File: src/rtl/core/tte_pkg.sv
// Shared types, constants and the month offset table of the timestamp converter.
package tte_pkg;

    // One parsed string handed from the character front end to the date back end.
    typedef struct packed {
        logic        ok;
        logic [13:0] year;
        logic [3:0]  month;
        logic [4:0]  day;
        logic [4:0]  hour;
        logic [5:0]  minute;
        logic [5:0]  second;
        logic [9:0]  ms;
    } tte_job_t;

    typedef enum logic [3:0] {
        BK_IDLE,
        BK_DIV,
        BK_FIX,
        BK_DOE,
        BK_DAYS,
        BK_HOUR,
        BK_MIN,
        BK_MS,
        BK_VAL,
        BK_OUT
    } tte_back_state_t;

    // civil date constants
    localparam int unsigned ERA_DAYS     = 146097;
    localparam int unsigned EPOCH_OFFSET = 719468;
    localparam int unsigned DIV400_MUL   = 41944;   // ceil(2^24 / 400), exact for y < 10000
    localparam int unsigned DIV400_SHIFT = 24;

    // day of year at the first of a March-based month: (153 * mp + 2) / 5
    function automatic logic [8:0] doy_base(input logic [3:0] mp);
        logic [8:0] r;
        case (mp)
            4'd0:    r = 9'd0;
            4'd1:    r = 9'd31;
            4'd2:    r = 9'd61;
            4'd3:    r = 9'd92;
            4'd4:    r = 9'd122;
            4'd5:    r = 9'd153;
            4'd6:    r = 9'd184;
            4'd7:    r = 9'd214;
            4'd8:    r = 9'd245;
            4'd9:    r = 9'd275;
            4'd10:   r = 9'd306;
            4'd11:   r = 9'd337;
            default: r = 9'd0;
        endcase
        return r;
    endfunction

endpackage

File: src/rtl/core/tte_front.sv
// Character front end: trims, checks the fixed layout and gathers digit fields.
module tte_front
    import tte_pkg::*;
(
    input  logic        aclk,
    input  logic        aresetn,
    input  logic        s_tvalid,
    output logic        s_tready,
    input  logic [15:0] s_tdata,
    input  logic        s_tlast,
    input  logic        q_ready,
    output logic        q_push,
    output tte_job_t    q_job
);

    localparam logic [15:0] CH_TAB    = 16'd9;
    localparam logic [15:0] CH_CR     = 16'd13;
    localparam logic [15:0] CH_SPACE  = 16'd32;
    localparam logic [15:0] CH_DQUOTE = 16'd34;
    localparam logic [15:0] CH_SQUOTE = 16'd39;
    localparam logic [15:0] CH_DASH   = 16'd45;
    localparam logic [15:0] CH_DOT    = 16'd46;
    localparam logic [15:0] CH_ZERO   = 16'd48;
    localparam logic [15:0] CH_NINE   = 16'd57;
    localparam logic [15:0] CH_COLON  = 16'd58;
    localparam logic [15:0] CH_T      = 16'd84;

    localparam logic [1:0] QK_NONE   = 2'd0;
    localparam logic [1:0] QK_DOUBLE = 2'd1;
    localparam logic [1:0] QK_SINGLE = 2'd2;

    localparam logic [4:0] POS_SAT = 5'd24;

    logic        seen_reg,       seen_next;
    logic [1:0]  quote_reg,      quote_next;
    logic [4:0]  pos_reg,        pos_next;
    logic        layout_reg,     layout_next;
    logic [13:0] year_reg,       year_next;
    logic [6:0]  month_reg,      month_next;
    logic [6:0]  day_reg,        day_next;
    logic [6:0]  hour_reg,       hour_next;
    logic [6:0]  minute_reg,     minute_next;
    logic [6:0]  second_reg,     second_next;
    logic [9:0]  milli_reg,      milli_next;
    logic        milli_good_reg, milli_good_next;
    logic        dot_reg,        dot_next;
    logic [4:0]  lnp_reg,        lnp_next;
    logic [15:0] lnc_reg,        lnc_next;

    logic        accept;
    logic        take;
    logic        ws;
    logic        digit;
    logic [3:0]  d;
    logic        match;
    logic [4:0]  size;
    logic        ok;
    logic        ms_take;

    assign s_tready = q_ready;
    assign accept   = s_tvalid && q_ready;
    assign q_push   = accept && s_tlast;

    always_comb begin
        seen_next       = seen_reg;
        quote_next      = quote_reg;
        pos_next        = pos_reg;
        layout_next     = layout_reg;
        year_next       = year_reg;
        month_next      = month_reg;
        day_next        = day_reg;
        hour_next       = hour_reg;
        minute_next     = minute_reg;
        second_next     = second_reg;
        milli_next      = milli_reg;
        milli_good_next = milli_good_reg;
        dot_next        = dot_reg;
        lnp_next        = lnp_reg;
        lnc_next        = lnc_reg;
        take            = 1'b0;

        ws    = (s_tdata == CH_SPACE) || (s_tdata >= CH_TAB && s_tdata <= CH_CR);
        digit = (s_tdata >= CH_ZERO) && (s_tdata <= CH_NINE);
        d     = s_tdata[3:0];

        if (accept) begin
            if (!seen_reg) begin
                if (!ws) begin
                    seen_next = 1'b1;
                    if (s_tdata == CH_DQUOTE) begin
                        quote_next = QK_DOUBLE;
                    end else if (s_tdata == CH_SQUOTE) begin
                        quote_next = QK_SINGLE;
                    end else begin
                        take = 1'b1;
                    end
                end
            end else begin
                take = 1'b1;
            end
        end

        if (take) begin
            if (pos_reg <= 5'd18) begin
                if (pos_reg inside {5'd4, 5'd7}) begin
                    if (s_tdata != CH_DASH) layout_next = 1'b0;
                end else if (pos_reg == 5'd10) begin
                    if (s_tdata != CH_SPACE && s_tdata != CH_T) layout_next = 1'b0;
                end else if (pos_reg inside {5'd13, 5'd16}) begin
                    if (s_tdata != CH_COLON) layout_next = 1'b0;
                end else if (!digit) begin
                    layout_next = 1'b0;
                end else if (pos_reg <= 5'd3) begin
                    year_next = 14'(year_reg * 14'd10 + 14'(d));
                end else if (pos_reg <= 5'd6) begin
                    month_next = 7'(month_reg * 7'd10 + 7'(d));
                end else if (pos_reg <= 5'd9) begin
                    day_next = 7'(day_reg * 7'd10 + 7'(d));
                end else if (pos_reg <= 5'd12) begin
                    hour_next = 7'(hour_reg * 7'd10 + 7'(d));
                end else if (pos_reg <= 5'd15) begin
                    minute_next = 7'(minute_reg * 7'd10 + 7'(d));
                end else begin
                    second_next = 7'(second_reg * 7'd10 + 7'(d));
                end
            end else if (pos_reg == 5'd19) begin
                dot_next = (s_tdata == CH_DOT);
            end else if (pos_reg <= 5'd22) begin
                if (digit) milli_next = 10'(milli_reg * 10'd10 + 10'(d));
                else       milli_good_next = 1'b0;
            end
            if (!ws) begin
                lnp_next = pos_reg;
                lnc_next = s_tdata;
            end
            if (pos_reg < POS_SAT) pos_next = pos_reg + 5'd1;
        end

        // end-of-string verdict, taken on the state that includes this character
        if (quote_next != QK_NONE) begin
            match = (lnc_next == ((quote_next == QK_DOUBLE) ? CH_DQUOTE : CH_SQUOTE));
            size  = lnp_next;
        end else begin
            match = 1'b1;
            size  = seen_next ? lnp_next + 5'd1 : 5'd0;
        end

        ok = match && (size >= 5'd19) && layout_next &&
             (month_next >= 7'd1) && (month_next <= 7'd12) &&
             (day_next >= 7'd1) && (day_next <= 7'd31) &&
             (hour_next <= 7'd23) && (minute_next <= 7'd59) && (second_next <= 7'd60);
        ms_take = (size >= 5'd23) && dot_next && milli_good_next;

        q_job.ok     = ok;
        q_job.year   = year_next;
        q_job.month  = month_next[3:0];
        q_job.day    = day_next[4:0];
        q_job.hour   = hour_next[4:0];
        q_job.minute = minute_next[5:0];
        q_job.second = second_next[5:0];
        q_job.ms     = ms_take ? milli_next : 10'd0;

        // string done: start over
        if (q_push) begin
            seen_next       = 1'b0;
            quote_next      = QK_NONE;
            pos_next        = 5'd0;
            layout_next     = 1'b1;
            year_next       = '0;
            month_next      = '0;
            day_next        = '0;
            hour_next       = '0;
            minute_next     = '0;
            second_next     = '0;
            milli_next      = '0;
            milli_good_next = 1'b1;
            dot_next        = 1'b0;
            lnp_next        = '0;
            lnc_next        = '0;
        end
    end

    always_ff @(posedge aclk) begin
        if (!aresetn) begin
            seen_reg       <= 1'b0;
            quote_reg      <= QK_NONE;
            pos_reg        <= 5'd0;
            layout_reg     <= 1'b1;
            year_reg       <= '0;
            month_reg      <= '0;
            day_reg        <= '0;
            hour_reg       <= '0;
            minute_reg     <= '0;
            second_reg     <= '0;
            milli_reg      <= '0;
            milli_good_reg <= 1'b1;
            dot_reg        <= 1'b0;
            lnp_reg        <= '0;
            lnc_reg        <= '0;
        end else begin
            seen_reg       <= seen_next;
            quote_reg      <= quote_next;
            pos_reg        <= pos_next;
            layout_reg     <= layout_next;
            year_reg       <= year_next;
            month_reg      <= month_next;
            day_reg        <= day_next;
            hour_reg       <= hour_next;
            minute_reg     <= minute_next;
            second_reg     <= second_next;
            milli_reg      <= milli_next;
            milli_good_reg <= milli_good_next;
            dot_reg        <= dot_next;
            lnp_reg        <= lnp_next;
            lnc_reg        <= lnc_next;
        end
    end

endmodule

File: src/rtl/core/tte_queue.sv
// Small FIFO of parsed strings between front end and back end.
module tte_queue
    import tte_pkg::*;
#(
    parameter int DEPTH = 2
) (
    input  logic     aclk,
    input  logic     aresetn,
    input  logic     push,
    input  tte_job_t push_data,
    output logic     ready,
    input  logic     pop,
    output logic     valid,
    output tte_job_t pop_data
);

    localparam int PTR_W = (DEPTH > 1) ? $clog2(DEPTH) : 1;
    localparam int CNT_W = $clog2(DEPTH + 1);

    tte_job_t           slot_reg [DEPTH];
    logic [PTR_W-1:0]   wr_ptr_reg, wr_ptr_next;
    logic [PTR_W-1:0]   rd_ptr_reg, rd_ptr_next;
    logic [CNT_W-1:0]   count_reg,  count_next;
    logic               do_push;
    logic               do_pop;

    assign ready    = (count_reg != CNT_W'(DEPTH));
    assign valid    = (count_reg != '0);
    assign do_push  = push && ready;
    assign do_pop   = pop && valid;
    assign pop_data = slot_reg[rd_ptr_reg];

    always_comb begin
        wr_ptr_next = wr_ptr_reg;
        rd_ptr_next = rd_ptr_reg;
        count_next  = count_reg;
        if (do_push) begin
            wr_ptr_next = (wr_ptr_reg == PTR_W'(DEPTH - 1)) ? '0 : wr_ptr_reg + 1'b1;
        end
        if (do_pop) begin
            rd_ptr_next = (rd_ptr_reg == PTR_W'(DEPTH - 1)) ? '0 : rd_ptr_reg + 1'b1;
        end
        if (do_push && !do_pop) begin
            count_next = count_reg + 1'b1;
        end else if (do_pop && !do_push) begin
            count_next = count_reg - 1'b1;
        end
    end

    always_ff @(posedge aclk) begin
        if (!aresetn) begin
            wr_ptr_reg <= '0;
            rd_ptr_reg <= '0;
            count_reg  <= '0;
        end else begin
            wr_ptr_reg <= wr_ptr_next;
            rd_ptr_reg <= rd_ptr_next;
            count_reg  <= count_next;
        end
    end

    always_ff @(posedge aclk) begin
        if (do_push) slot_reg[wr_ptr_reg] <= push_data;
    end

endmodule

File: src/rtl/core/tte_back.sv
// Date back end: civil-date day count and millisecond assembly, one step per cycle.
module tte_back
    import tte_pkg::*;
(
    input  logic        aclk,
    input  logic        aresetn,
    input  logic        q_valid,
    input  tte_job_t    q_job,
    output logic        q_pop,
    output logic        m_tvalid,
    input  logic        m_tready,
    output logic [55:0] m_tdata,
    output logic        m_tuser
);

    tte_back_state_t    state_reg, state_next;
    tte_job_t           job_reg,   job_next;

    logic [13:0]        y_reg,        y_next;
    logic               neg_reg,      neg_next;
    logic [4:0]         q_reg,        q_next;
    logic signed [5:0]  era_reg,      era_next;
    logic [8:0]         yoe_reg,      yoe_next;
    logic [8:0]         doy_reg,      doy_next;
    logic [17:0]        doe_reg,      doe_next;
    logic signed [23:0] era_days_reg, era_days_next;
    logic signed [23:0] days_reg,     days_next;
    logic signed [28:0] mh_reg,       mh_next;
    logic signed [34:0] mm_reg,       mm_next;
    logic               status_reg,   status_next;
    logic [48:0]        value_reg,    value_next;

    logic               adj;
    logic [29:0]        div_prod;
    logic [3:0]         mp;
    logic [1:0]         c100;
    logic [16:0]        sec_ms;
    logic signed [48:0] v;

    assign q_pop    = (state_reg == BK_IDLE) && q_valid;
    assign m_tvalid = (state_reg == BK_OUT);
    assign m_tdata  = {7'd0, value_reg};
    assign m_tuser  = status_reg;

    always_comb begin
        state_next    = state_reg;
        job_next      = job_reg;
        y_next        = y_reg;
        neg_next      = neg_reg;
        q_next        = q_reg;
        era_next      = era_reg;
        yoe_next      = yoe_reg;
        doy_next      = doy_reg;
        doe_next      = doe_reg;
        era_days_next = era_days_reg;
        days_next     = days_reg;
        mh_next       = mh_reg;
        mm_next       = mm_reg;
        status_next   = status_reg;
        value_next    = value_reg;

        adj      = (job_reg.month <= 4'd2);
        div_prod = 30'(y_reg) * 30'(DIV400_MUL);
        mp       = (job_reg.month > 4'd2) ? job_reg.month - 4'd3 : job_reg.month + 4'd9;
        c100     = (yoe_reg >= 9'd300) ? 2'd3 :
                   (yoe_reg >= 9'd200) ? 2'd2 :
                   (yoe_reg >= 9'd100) ? 2'd1 : 2'd0;
        sec_ms   = 17'(17'(job_reg.second) * 17'd1000) + 17'(job_reg.ms);
        v        = 49'(mm_reg) * 49'sd60000 + $signed({32'd0, sec_ms});

        case (state_reg)
            BK_IDLE: begin
                if (q_valid) begin
                    job_next = q_job;
                    if (q_job.ok) begin
                        state_next = BK_DIV;
                    end else begin
                        status_next = 1'b1;
                        value_next  = '0;
                        state_next  = BK_OUT;
                    end
                end
            end
            BK_DIV: begin
                // Jan and Feb count in the previous year; year 0 then goes negative
                y_next     = job_reg.year - 14'(adj);
                neg_next   = adj && (job_reg.year == 14'd0);
                state_next = BK_FIX;
            end
            BK_FIX: begin
                q_next     = div_prod[DIV400_SHIFT+4:DIV400_SHIFT];
                state_next = BK_DOE;
            end
            BK_DOE: begin
                if (neg_reg) begin
                    era_next = -6'sd1;
                    yoe_next = 9'd399;
                end else begin
                    era_next = $signed({1'b0, q_reg});
                    yoe_next = 9'(y_reg - 14'(14'(q_reg) * 14'd400));
                end
                doy_next   = doy_base(mp) + 9'(job_reg.day) - 9'd1;
                state_next = BK_DAYS;
            end
            BK_DAYS: begin
                doe_next      = 18'(18'(yoe_reg) * 18'd365) + 18'(yoe_reg[8:2])
                              - 18'(c100) + 18'(doy_reg);
                era_days_next = 24'(era_reg) * 24'sd146097;
                state_next    = BK_HOUR;
            end
            BK_HOUR: begin
                days_next  = era_days_reg + $signed({6'd0, doe_reg})
                           - $signed(24'(EPOCH_OFFSET));
                state_next = BK_MIN;
            end
            BK_MIN: begin
                mh_next    = 29'(days_reg) * 29'sd24 + $signed({24'd0, job_reg.hour});
                state_next = BK_MS;
            end
            BK_MS: begin
                mm_next    = 35'(mh_reg) * 35'sd60 + $signed({29'd0, job_reg.minute});
                state_next = BK_VAL;
            end
            BK_VAL: begin
                // minutes to ms, plus seconds and milliseconds
                value_next  = 49'(v);
                status_next = 1'b0;
                state_next  = BK_OUT;
            end
            BK_OUT: begin
                if (m_tready) state_next = BK_IDLE;
            end
            default: state_next = BK_IDLE;
        endcase
    end

    always_ff @(posedge aclk) begin
        if (!aresetn) state_reg <= BK_IDLE;
        else          state_reg <= state_next;
    end

    always_ff @(posedge aclk) begin
        job_reg      <= job_next;
        y_reg        <= y_next;
        neg_reg      <= neg_next;
        q_reg        <= q_next;
        era_reg      <= era_next;
        yoe_reg      <= yoe_next;
        doy_reg      <= doy_next;
        doe_reg      <= doe_next;
        era_days_reg <= era_days_next;
        days_reg     <= days_next;
        mh_reg       <= mh_next;
        mm_reg       <= mm_next;
        status_reg   <= status_next;
        value_reg    <= value_next;
    end

endmodule

File: src/rtl/core/timestamp_text_to_epoch_ms.sv
// Top level: timestamp text stream in, epoch milliseconds result out.
//
//  channel | dir | tdata                      | tuser          | tlast
//  --------+-----+----------------------------+----------------+------------------
//  s_      | in  | [15:0] char_code           | -              | is_last
//  m_      | out | [48:0] epoch_ms, [55:49] 0 | [0] status     | -
//
// The front end takes one character per cycle; s_tready drops only while the
// string queue is full. A good string takes pop, eight arithmetic steps and
// output in the back end, a rejected one pop and output; no string is popped
// until the last result is taken; the step sequencer sets the string rate.
// Reset is synchronous, active low, and empties the queue. A stalled m_
// transaction holds the back end, not the front end until the queue fills.
module timestamp_text_to_epoch_ms
    import tte_pkg::*;
#(
    parameter int QUEUE_DEPTH = 2
) (
    input  logic        aclk,
    input  logic        aresetn,
    input  logic        s_tvalid,
    output logic        s_tready,
    input  logic [15:0] s_tdata,    // [15:0] char_code
    input  logic        s_tlast,
    output logic        m_tvalid,
    input  logic        m_tready,
    output logic [55:0] m_tdata,    // [48:0] epoch_ms, [55:49] zero
    output logic        m_tuser     // [0] status
);

    tte_job_t push_job;
    tte_job_t pop_job;
    logic     push;
    logic     q_ready;
    logic     q_valid;
    logic     q_pop;

    tte_front u_front (
        .aclk     (aclk),
        .aresetn  (aresetn),
        .s_tvalid (s_tvalid),
        .s_tready (s_tready),
        .s_tdata  (s_tdata),
        .s_tlast  (s_tlast),
        .q_ready  (q_ready),
        .q_push   (push),
        .q_job    (push_job)
    );

    tte_queue #(
        .DEPTH (QUEUE_DEPTH)
    ) u_queue (
        .aclk      (aclk),
        .aresetn   (aresetn),
        .push      (push),
        .push_data (push_job),
        .ready     (q_ready),
        .pop       (q_pop),
        .valid     (q_valid),
        .pop_data  (pop_job)
    );

    tte_back u_back (
        .aclk     (aclk),
        .aresetn  (aresetn),
        .q_valid  (q_valid),
        .q_job    (pop_job),
        .q_pop    (q_pop),
        .m_tvalid (m_tvalid),
        .m_tready (m_tready),
        .m_tdata  (m_tdata),
        .m_tuser  (m_tuser)
    );

`ifndef SYNTHESIS
    // a rejected string always reports zero
    a_fail_zero: assert property (@(posedge aclk) disable iff (!aresetn)
        m_tvalid && m_tuser |-> m_tdata == 56'd0)
        else $error("failure result with nonzero value");

    // good results stay within years 0000..9999
    a_range: assert property (@(posedge aclk) disable iff (!aresetn)
        m_tvalid && !m_tuser |->
            $signed(m_tdata[48:0]) >= -49'sd62167219200000 &&
            $signed(m_tdata[48:0]) <= 49'sd253402300800999)
        else $error("epoch result out of range");

    // the front end only stalls when the queue has no room
    a_stall_full: assert property (@(posedge aclk) disable iff (!aresetn)
        !s_tready |-> !q_ready && q_valid)
        else $error("input stalled with queue space free");
`endif

endmodule

File: config.mk
export PLATFORM = sky130hd
export DESIGN_NAME = timestamp_text_to_epoch_ms
export DESIGN_NICKNAME = d
export VERILOG_FILES = /design/src/rtl/core/tte_pkg.sv /design/src/rtl/core/tte_front.sv /design/src/rtl/core/tte_queue.sv /design/src/rtl/core/tte_back.sv /design/src/rtl/core/timestamp_text_to_epoch_ms.sv
export SDC_FILE = /design/constraint.sdc
export NUM_CORES = 2
export LEC_CHECK = 0
export ABC_CLOCK_PERIOD_IN_PS = 6610
export BUFFER_PORTS_ARGS = -buffer_cell sky130_fd_sc_hd__buf_4
export CORE_MARGIN = 4
export CORE_UTILIZATION = 25
export CTS_BUF_LIST = sky130_fd_sc_hd__clkbuf_4
export DETAILED_ROUTE_END_ITERATION = 8
export MAX_ROUTING_LAYER = met4
export PLACE_DENSITY = 0.48
export SYNTH_ARGS = -nofsm -noshare
export SYNTH_HDL_FRONTEND = slang
export SYNTH_SLANG_ARGS = --single-unit
File: constraint.sdc
create_clock -name aclk -period 6.61 [get_ports aclk]
set_clock_uncertainty 0.15 [all_clocks]
set_input_delay 1.322 -clock aclk [delete_from_list [all_inputs] [get_ports aclk]]
set_output_delay 1.322 -clock aclk [all_outputs]
set_load 0.03 [all_outputs]
After elaboration in Yosys (flattened, before gate mapping)
Memories as Yosys holds them, arrays and structs flattened. A register that Yosys moved wholly into a read port is not among the register bits.
Cells that the tools add are included.
{"block": "totals", "reg_bits": 373, "latchBits": 0, "ram_bits": 102, "mem_bits_ro": 144, "input_bits": 21, "output_inout_bits": 59, "word_cells": 303, "n_memories": 2}
{"block": "op_classes", "addsub": 28, "multipliers": 15, "n_div": 0, "magnitude_cmp": 26, "n_eq_ne": 29, "shifts": 0, "mux": 124, "n_bitwise": 1, "reduce_logical": 38}
{"memory": "(no name shown)", "depth": 16, "width": 9, "rd": 1, "rd_ports_with_merged_regs": 0, "write_ports": 0, "line_no": "tte_pkg.sv:38", "rtl": "case (mp)"}
{"memory": "u_queue.slot_reg", "depth": 2, "width": 51, "rd": 1, "rd_ports_with_merged_regs": 1, "write_ports": 1, "line_no": "tte_queue.sv:20", "rtl": "tte_job_t slot_reg [DEPTH];"}
{"cell": "two-way mux 7 bit", "n": 49}
{"cell": "two-way mux 14 bit", "n": 7}
{"cell": "two-way mux 49 bit", "n": 2}
{"cell": "case mux 49 bit (2 select lines)", "n": 1}
{"cell": "== test 16 x 6 -> 1 bit (second input constant)", "n": 4}
{"cell": "two-way mux 10 bit", "n": 6}
{"cell": "adder 49 x 18 -> 49 bit", "n": 1}
{"cell": "!= test 16 x 6 -> 1 bit (second input constant)", "n": 3}
{"cell": "multiplier 35 x 12 -> 44 bit (second input constant)", "n": 1}
{"cell": "case mux 4 bit (10 select lines)", "n": 1}
{"cell": "adder 35 x 7 -> 35 bit", "n": 1}
{"cell": "adder 7 x 4 -> 7 bit", "n": 5}
{"cell": "multiplier 7 x 3 -> 6 bit (second input constant)", "n": 5}
{"cell": "two-way mux 1 bit", "n": 35}
{"cell": "multiplier 29 x 5 -> 33 bit (second input constant)", "n": 1}
{"cell": "two-way mux 16 bit", "n": 2}
{"cell": "adder 29 x 6 -> 29 bit", "n": 1}
{"cell": "multiplier 14 x 13 -> 26 bit (second input constant)", "n": 1}
{"cell": "multiplier 24 x 3 -> 26 bit (second input constant)", "n": 1}
{"cell": "adder 24 x 19 -> 24 bit", "n": 1}
{"cell": "multiplier 6 x 19 -> 24 bit (second input constant)", "n": 1}
{"cell": "subtractor 24 x 21 -> 24 bit (second input constant)", "n": 1}
{"cell": "logical AND 1 bit", "n": 22}
{"cell": "two-way mux 5 bit", "n": 4}
{"cell": "67 further kinds", "n": 105}

Depth between registers and ports, before layout
{"block": "logic_depth", "word_depth": 20, "ltp_mapped": 30, "ltp_nobuf": 30}

Hierarchy
A second synthesis with hierarchy kept.
{"block": "hier_totals", "hier_cells": 4519, "hier_area_um2": 46440.8}
{"module": "tte_back", "instances": 1, "cells_each": 3501, "area_each_um2": 35445.2, "seq_area_each_um2": 8308.0}
{"module": "tte_front", "instances": 1, "cells_each": 835, "area_each_um2": 7085.5, "seq_area_each_um2": 1821.7}
{"module": "tte_queue", "instances": 1, "cells_each": 183, "area_each_um2": 3910.0, "seq_area_each_um2": 3163.0}

Worst setup path before layout
No wires, ideal clock.
{"block": "synth_timing", "path_type": "register to register", "from": "reg u_back.job_reg[12] (netlist name)", "to": "reg u_back.value_reg[48] (data pin)", "setup_time_ns": 0.262, "t_arrival_ns": 5.885, "required_time_ns": 6.198, "path_slack_ns": 0.313, "path_stages_with_launch": 28, "path_buffers": 0, "period_less_slack_ns": 6.297, "path_cell_list": "edfxtp_1 > inv_1 > fa_1 > inv_1 > ha_1 > inv_1 > fa_1 > inv_1 > ha_1 > fa_1 > ha_1 > inv_1 > o21bai_1 > and2_1 > o21ai_0 > xnor2_1 > ha_1 > o21a_1 > o21a_1 > o21ai_0 > a21oi_1 > a2bb2oi_1 > nor4b_2 > nand4_1 > nor3_1 > and3_1 > nand4_1 > mux2i_1"}
{"block": "synth_between", "elab_chain_len": 4}
{"element": "start, declared", "line_no": "tte_back.sv:17", "rtl": "tte_job_t job_reg, job_next;"}
{"element": "start signal, assigned", "line_no": "tte_back.sv:143", "rtl": "job_reg <= job_next;"}
{"element": "multiplier 6 x 7 -> 13 bit", "line_no": "tte_back.sv:68", "rtl": "sec_ms = 17'(17'(job_reg.second) * 17'd1000) + 17'(job_reg.ms);"}
{"element": "adder 16 x 10 -> 17 bit", "line_no": "tte_back.sv:68"}
{"element": "adder 49 x 18 -> 49 bit", "line_no": "tte_back.sv:69", "rtl": "v = 49'(mm_reg) * 49'sd60000 + $signed({32'd0, sec_ms});"}
{"element": "case mux 49 bit (2 select lines)", "line_no": "tte_back.sv:71", "rtl": "case (state_reg)"}
{"element": "end signal, assigned", "line_no": "tte_back.sv:156", "rtl": "value_reg <= value_next;"}
{"element": "end, declared", "line_no": "tte_back.sv:31", "rtl": "logic [48:0] value_reg, value_next;"}
No other way between the ends.
A chain may end at the register's enable or synchronous reset.

Final worst setup path
{"block": "layout_timing", "from": "reg u_back.mm_reg[22]", "to": "reg u_back.value_reg[47] (data pin)"}
{"block": "layout_between", "elab_chain_len": 3}
{"element": "start, declared", "line_no": "tte_back.sv:29", "rtl": "logic signed [34:0] mm_reg, mm_next;"}
{"element": "start signal, assigned", "line_no": "tte_back.sv:154", "rtl": "mm_reg <= mm_next;"}
{"element": "multiplier 35 x 12 -> 44 bit", "line_no": "tte_back.sv:69"}
{"element": "adder 49 x 18 -> 49 bit", "line_no": "tte_back.sv:69"}
{"element": "case mux 49 bit (2 select lines)", "line_no": "tte_back.sv:71"}
No other way between the ends.

==> summary.txt <==
Run status
  – Status: completed

Floorplanning
  – Core area: 0.1831 mm^2
  – Num rows: 157
  – Die W: 437.3 um
  – Initial Util: 25.16%
  – Die area: between 0.15 and 0.2 mm^2
  – Chip height: approximately 440 um
  – I/O pins: 80

Timing
  – Max Slew Vio Count: 0
  – Hold Fails Final Rpt: 0
  – Tmin final: 6343 ps
  – Worst-Margin Slew: 1109 ps
  – Fin Setup TNS: 0 ps
  – Worst rel slew slack: 25.47%
  – Highest clock rate: 0.1576 GHz
  – Fin crit share: 95.96%
  – Final setup viols: 0

Synthesis
  – Unique masters post-synth: 97
  – Synth top area share: 24.51%
  – Yosys reg bits: 476
  – Simple-Gate Fraction of Synth Area: 9.962%
  – Post-Syn Area: 0.04607 mm^2
  – Top_reg_cell synth: edfxtp_1
  – Most frequent cell after synthesis: inv_1
  – Area contributors post-synth: edfxtp_1, ha_1, fa_1
  – Largest family of logic cells by synthesized area: adder cells
  – Gate count of the mapped netlist: 4,459
  – Synth Area in XOR/XNOR: 6.898%
  – Adder-cell area share of the yosys netlist: 35.17%
  – Syn avg cell area: 10.33 um^2
  – Post-synth EDFFs: 376
  – Compound-Gate Fraction of Synth Area: 8.944%
  – Yosys warns: 0
  – Area leader, netlist: edfxtp_1
  – Sequential area share after synthesis: 28.85%
  – Post-synth top cells: inv_1, ha_1, edfxtp_1, fa_1, nor2_1
  – Asr flop ratio synth: 0%
  – Mux contribution to synthesized area: 2.735%

Route
  – Final wirelength: 96.05 mm
  – # DRC: 0
  – Routed Antenna Nets: 0
  – Routed length per instance: 13.15 um
  – Avg Vias per Cell: 4.204
  – First-pass DRT Iterations: 5
  – Number of DRC markers in iteration 0: approximately 1.1k
  – DR vias: approximately 31k

Critical path
  – Crit path required time: about 7300 ps
  – Setup crit end kind: flop
  – Worst Path Max Fanout: 8
  – Worst setup path category: reg -> reg
  – Data arrival, critical path: 7050 ps
  – Crit start category: flop

Placed design
  – Gpl congestion: 0.8315
  – DP HPWL: 78.30 mm
  – Port buffer count: 72

Clocking
  – Longest Clk Path Bufs: 3
  – CTS sink cnt: between 400 and 500
  – Clock-pin transition on the worst setup and hold timing paths: 60 ps
  – # H-tree levels: 4
  – Cts hold-fix bufs: 0
  – Num CTS Buffers: between 100 and 150
  – CTS tree: done
  – Root Buffer: clkbuf_4
  – Worst-Skew Late Latency: 1070 ps

Global routing
  – Vias in the first global route: ~32k
  – First-pass GRT wire length: 162.8 mm
  – Initial antenna violation count: 3
  – Gr usage total: 10.55%
  – Largest net degree at the start of global routing: 76
  – Remaining global-route overflow: 0

Finish
  – Number of flip-flops in the largest register: 102
  – Layout area overhead: 14.03%
  – FILL cells: ~19k
  – Fin nets: between 5k and 6k
  – Layout cells sized above 1: 12.62%

Pwr
  – Tot Pwr: 23,690 uW
  – Peak supply drop: 0.001564 V
  – LEAKAGE: 0.02357 uW
  – PD cells: roughly 450 mW/mm^2

Worst hold path
  – Class of the worst hold path: reg -> reg

Job
  – MaxCap Viol Count: 0
==> cell type report <==
type                            count  area, um^2  share of cell area, %
Antenna cell                        5       12.51                0.02382
Clock buffer                      202        1516                  2.887
Clock inverter                     48       335.3                 0.6383
Inverter                          829        3112                  5.924
Multi-Input combinational cell   3088       29740                  56.61
Sequential cell                   476       13290                  25.31
Tap cell                         2464        3083                  5.869
Timing Repair Buffer              192        1441                  2.744
==> power breakdown <==
part / internal, uW / switching (uW)
Combinational: 7720 / 8660
Sequential: 4100 / 297
Clock: 1510 / 1400
==> critical path, stage by stage (launching register included) <==
cell and delay (ps):
edfxtp_1 440, ha_1 380, fa_1 520, fa_1 540, inv_1 50, fa_1 510, fa_1 590, inv_1 60
ha_2 390, nand4_1 120, or3_1 440, nor3_2 270, a21oi_4 110, or4b_1 470, nand3_1 130, and4_1 250
nand3_1 100, or4_1 480, a21oi_1 150
==> through the flow <==
step	setup WS [ps]	util (%)	instance area, um^2	std cells	hold slack (ps)
floorplan	313.4	-	46090	4465	250.3
global placement	44.14	27.35	50080	7013	250.1
detailed placement	-15.75	27.35	50080	7013	254.5
CTS	33.62	28.37	51940	7263	126.9
global route	-20.27	28.69	52530	7304	185.7
finish	266.7	28.69	52530	7304	268.5
==> timing repair <==
action                     in CTS  in global routing
buffers inserted                0                 36
pin swaps                       0                 28
setup endpoints to repair       1                 24
gates resized for setup         2                 63
==> cell families after synthesis <==
family	Yosys count
adder cells (fa/ha/maj)	1073
buffers and inverters	901
AND/OR/NAND/NOR	895
AO/OA/AOI/OAI	638
flip-flops	476
XOR/XNOR	358
multiplexers	117
other	1
==> cells in the final DEF, fill, tap and decap left out, drive strengths merged, types with 21 or more instances in the layout <==
cell type	count
clkbuf	202
nand4	40
nor4	21
dfxtp	100
o21a	36
nand2b	39
fa	370
a21oi	197
mux2i	46
nand3	68
nor2b	73
nor2	272
xor2	126
and3	29
buf	192
o211ai	22
mux2	71
inv	835
o21ai	135
edfxtp	376
ha	703
and2	27
nand2	163
a31oi	22
xnor2	229
o21bai	30
clkinv	39
a21o	76
nor3	60
==> per-layer routing <==
metal | GRT usage (%) | part of all wire, % | vias up
met5 | - | 0 | -
met4 | 2.859 | 1.7 | 0
met3 | 1.874 | 3.0 | 141
met2 | 17.72 | 48 | 318
met1 | 13.06 | 47 | 14560
li1 | - | - | 15690
==> final timing paths <==
path,start,to,slack (ps),cells past startpoint
worst max register to register,u_back.mm_reg[22],u_back.value_reg[47],270,18
worst max-delay path,u_back.mm_reg[22],u_back.value_reg[47],270,18
worst min register to register,u_back.job_reg[24],u_back.mh_reg[2],270,0
worst min-delay path,u_back.job_reg[24],u_back.mh_reg[2],270,0
Note: power is estimated with default switching activity, not from simulation.
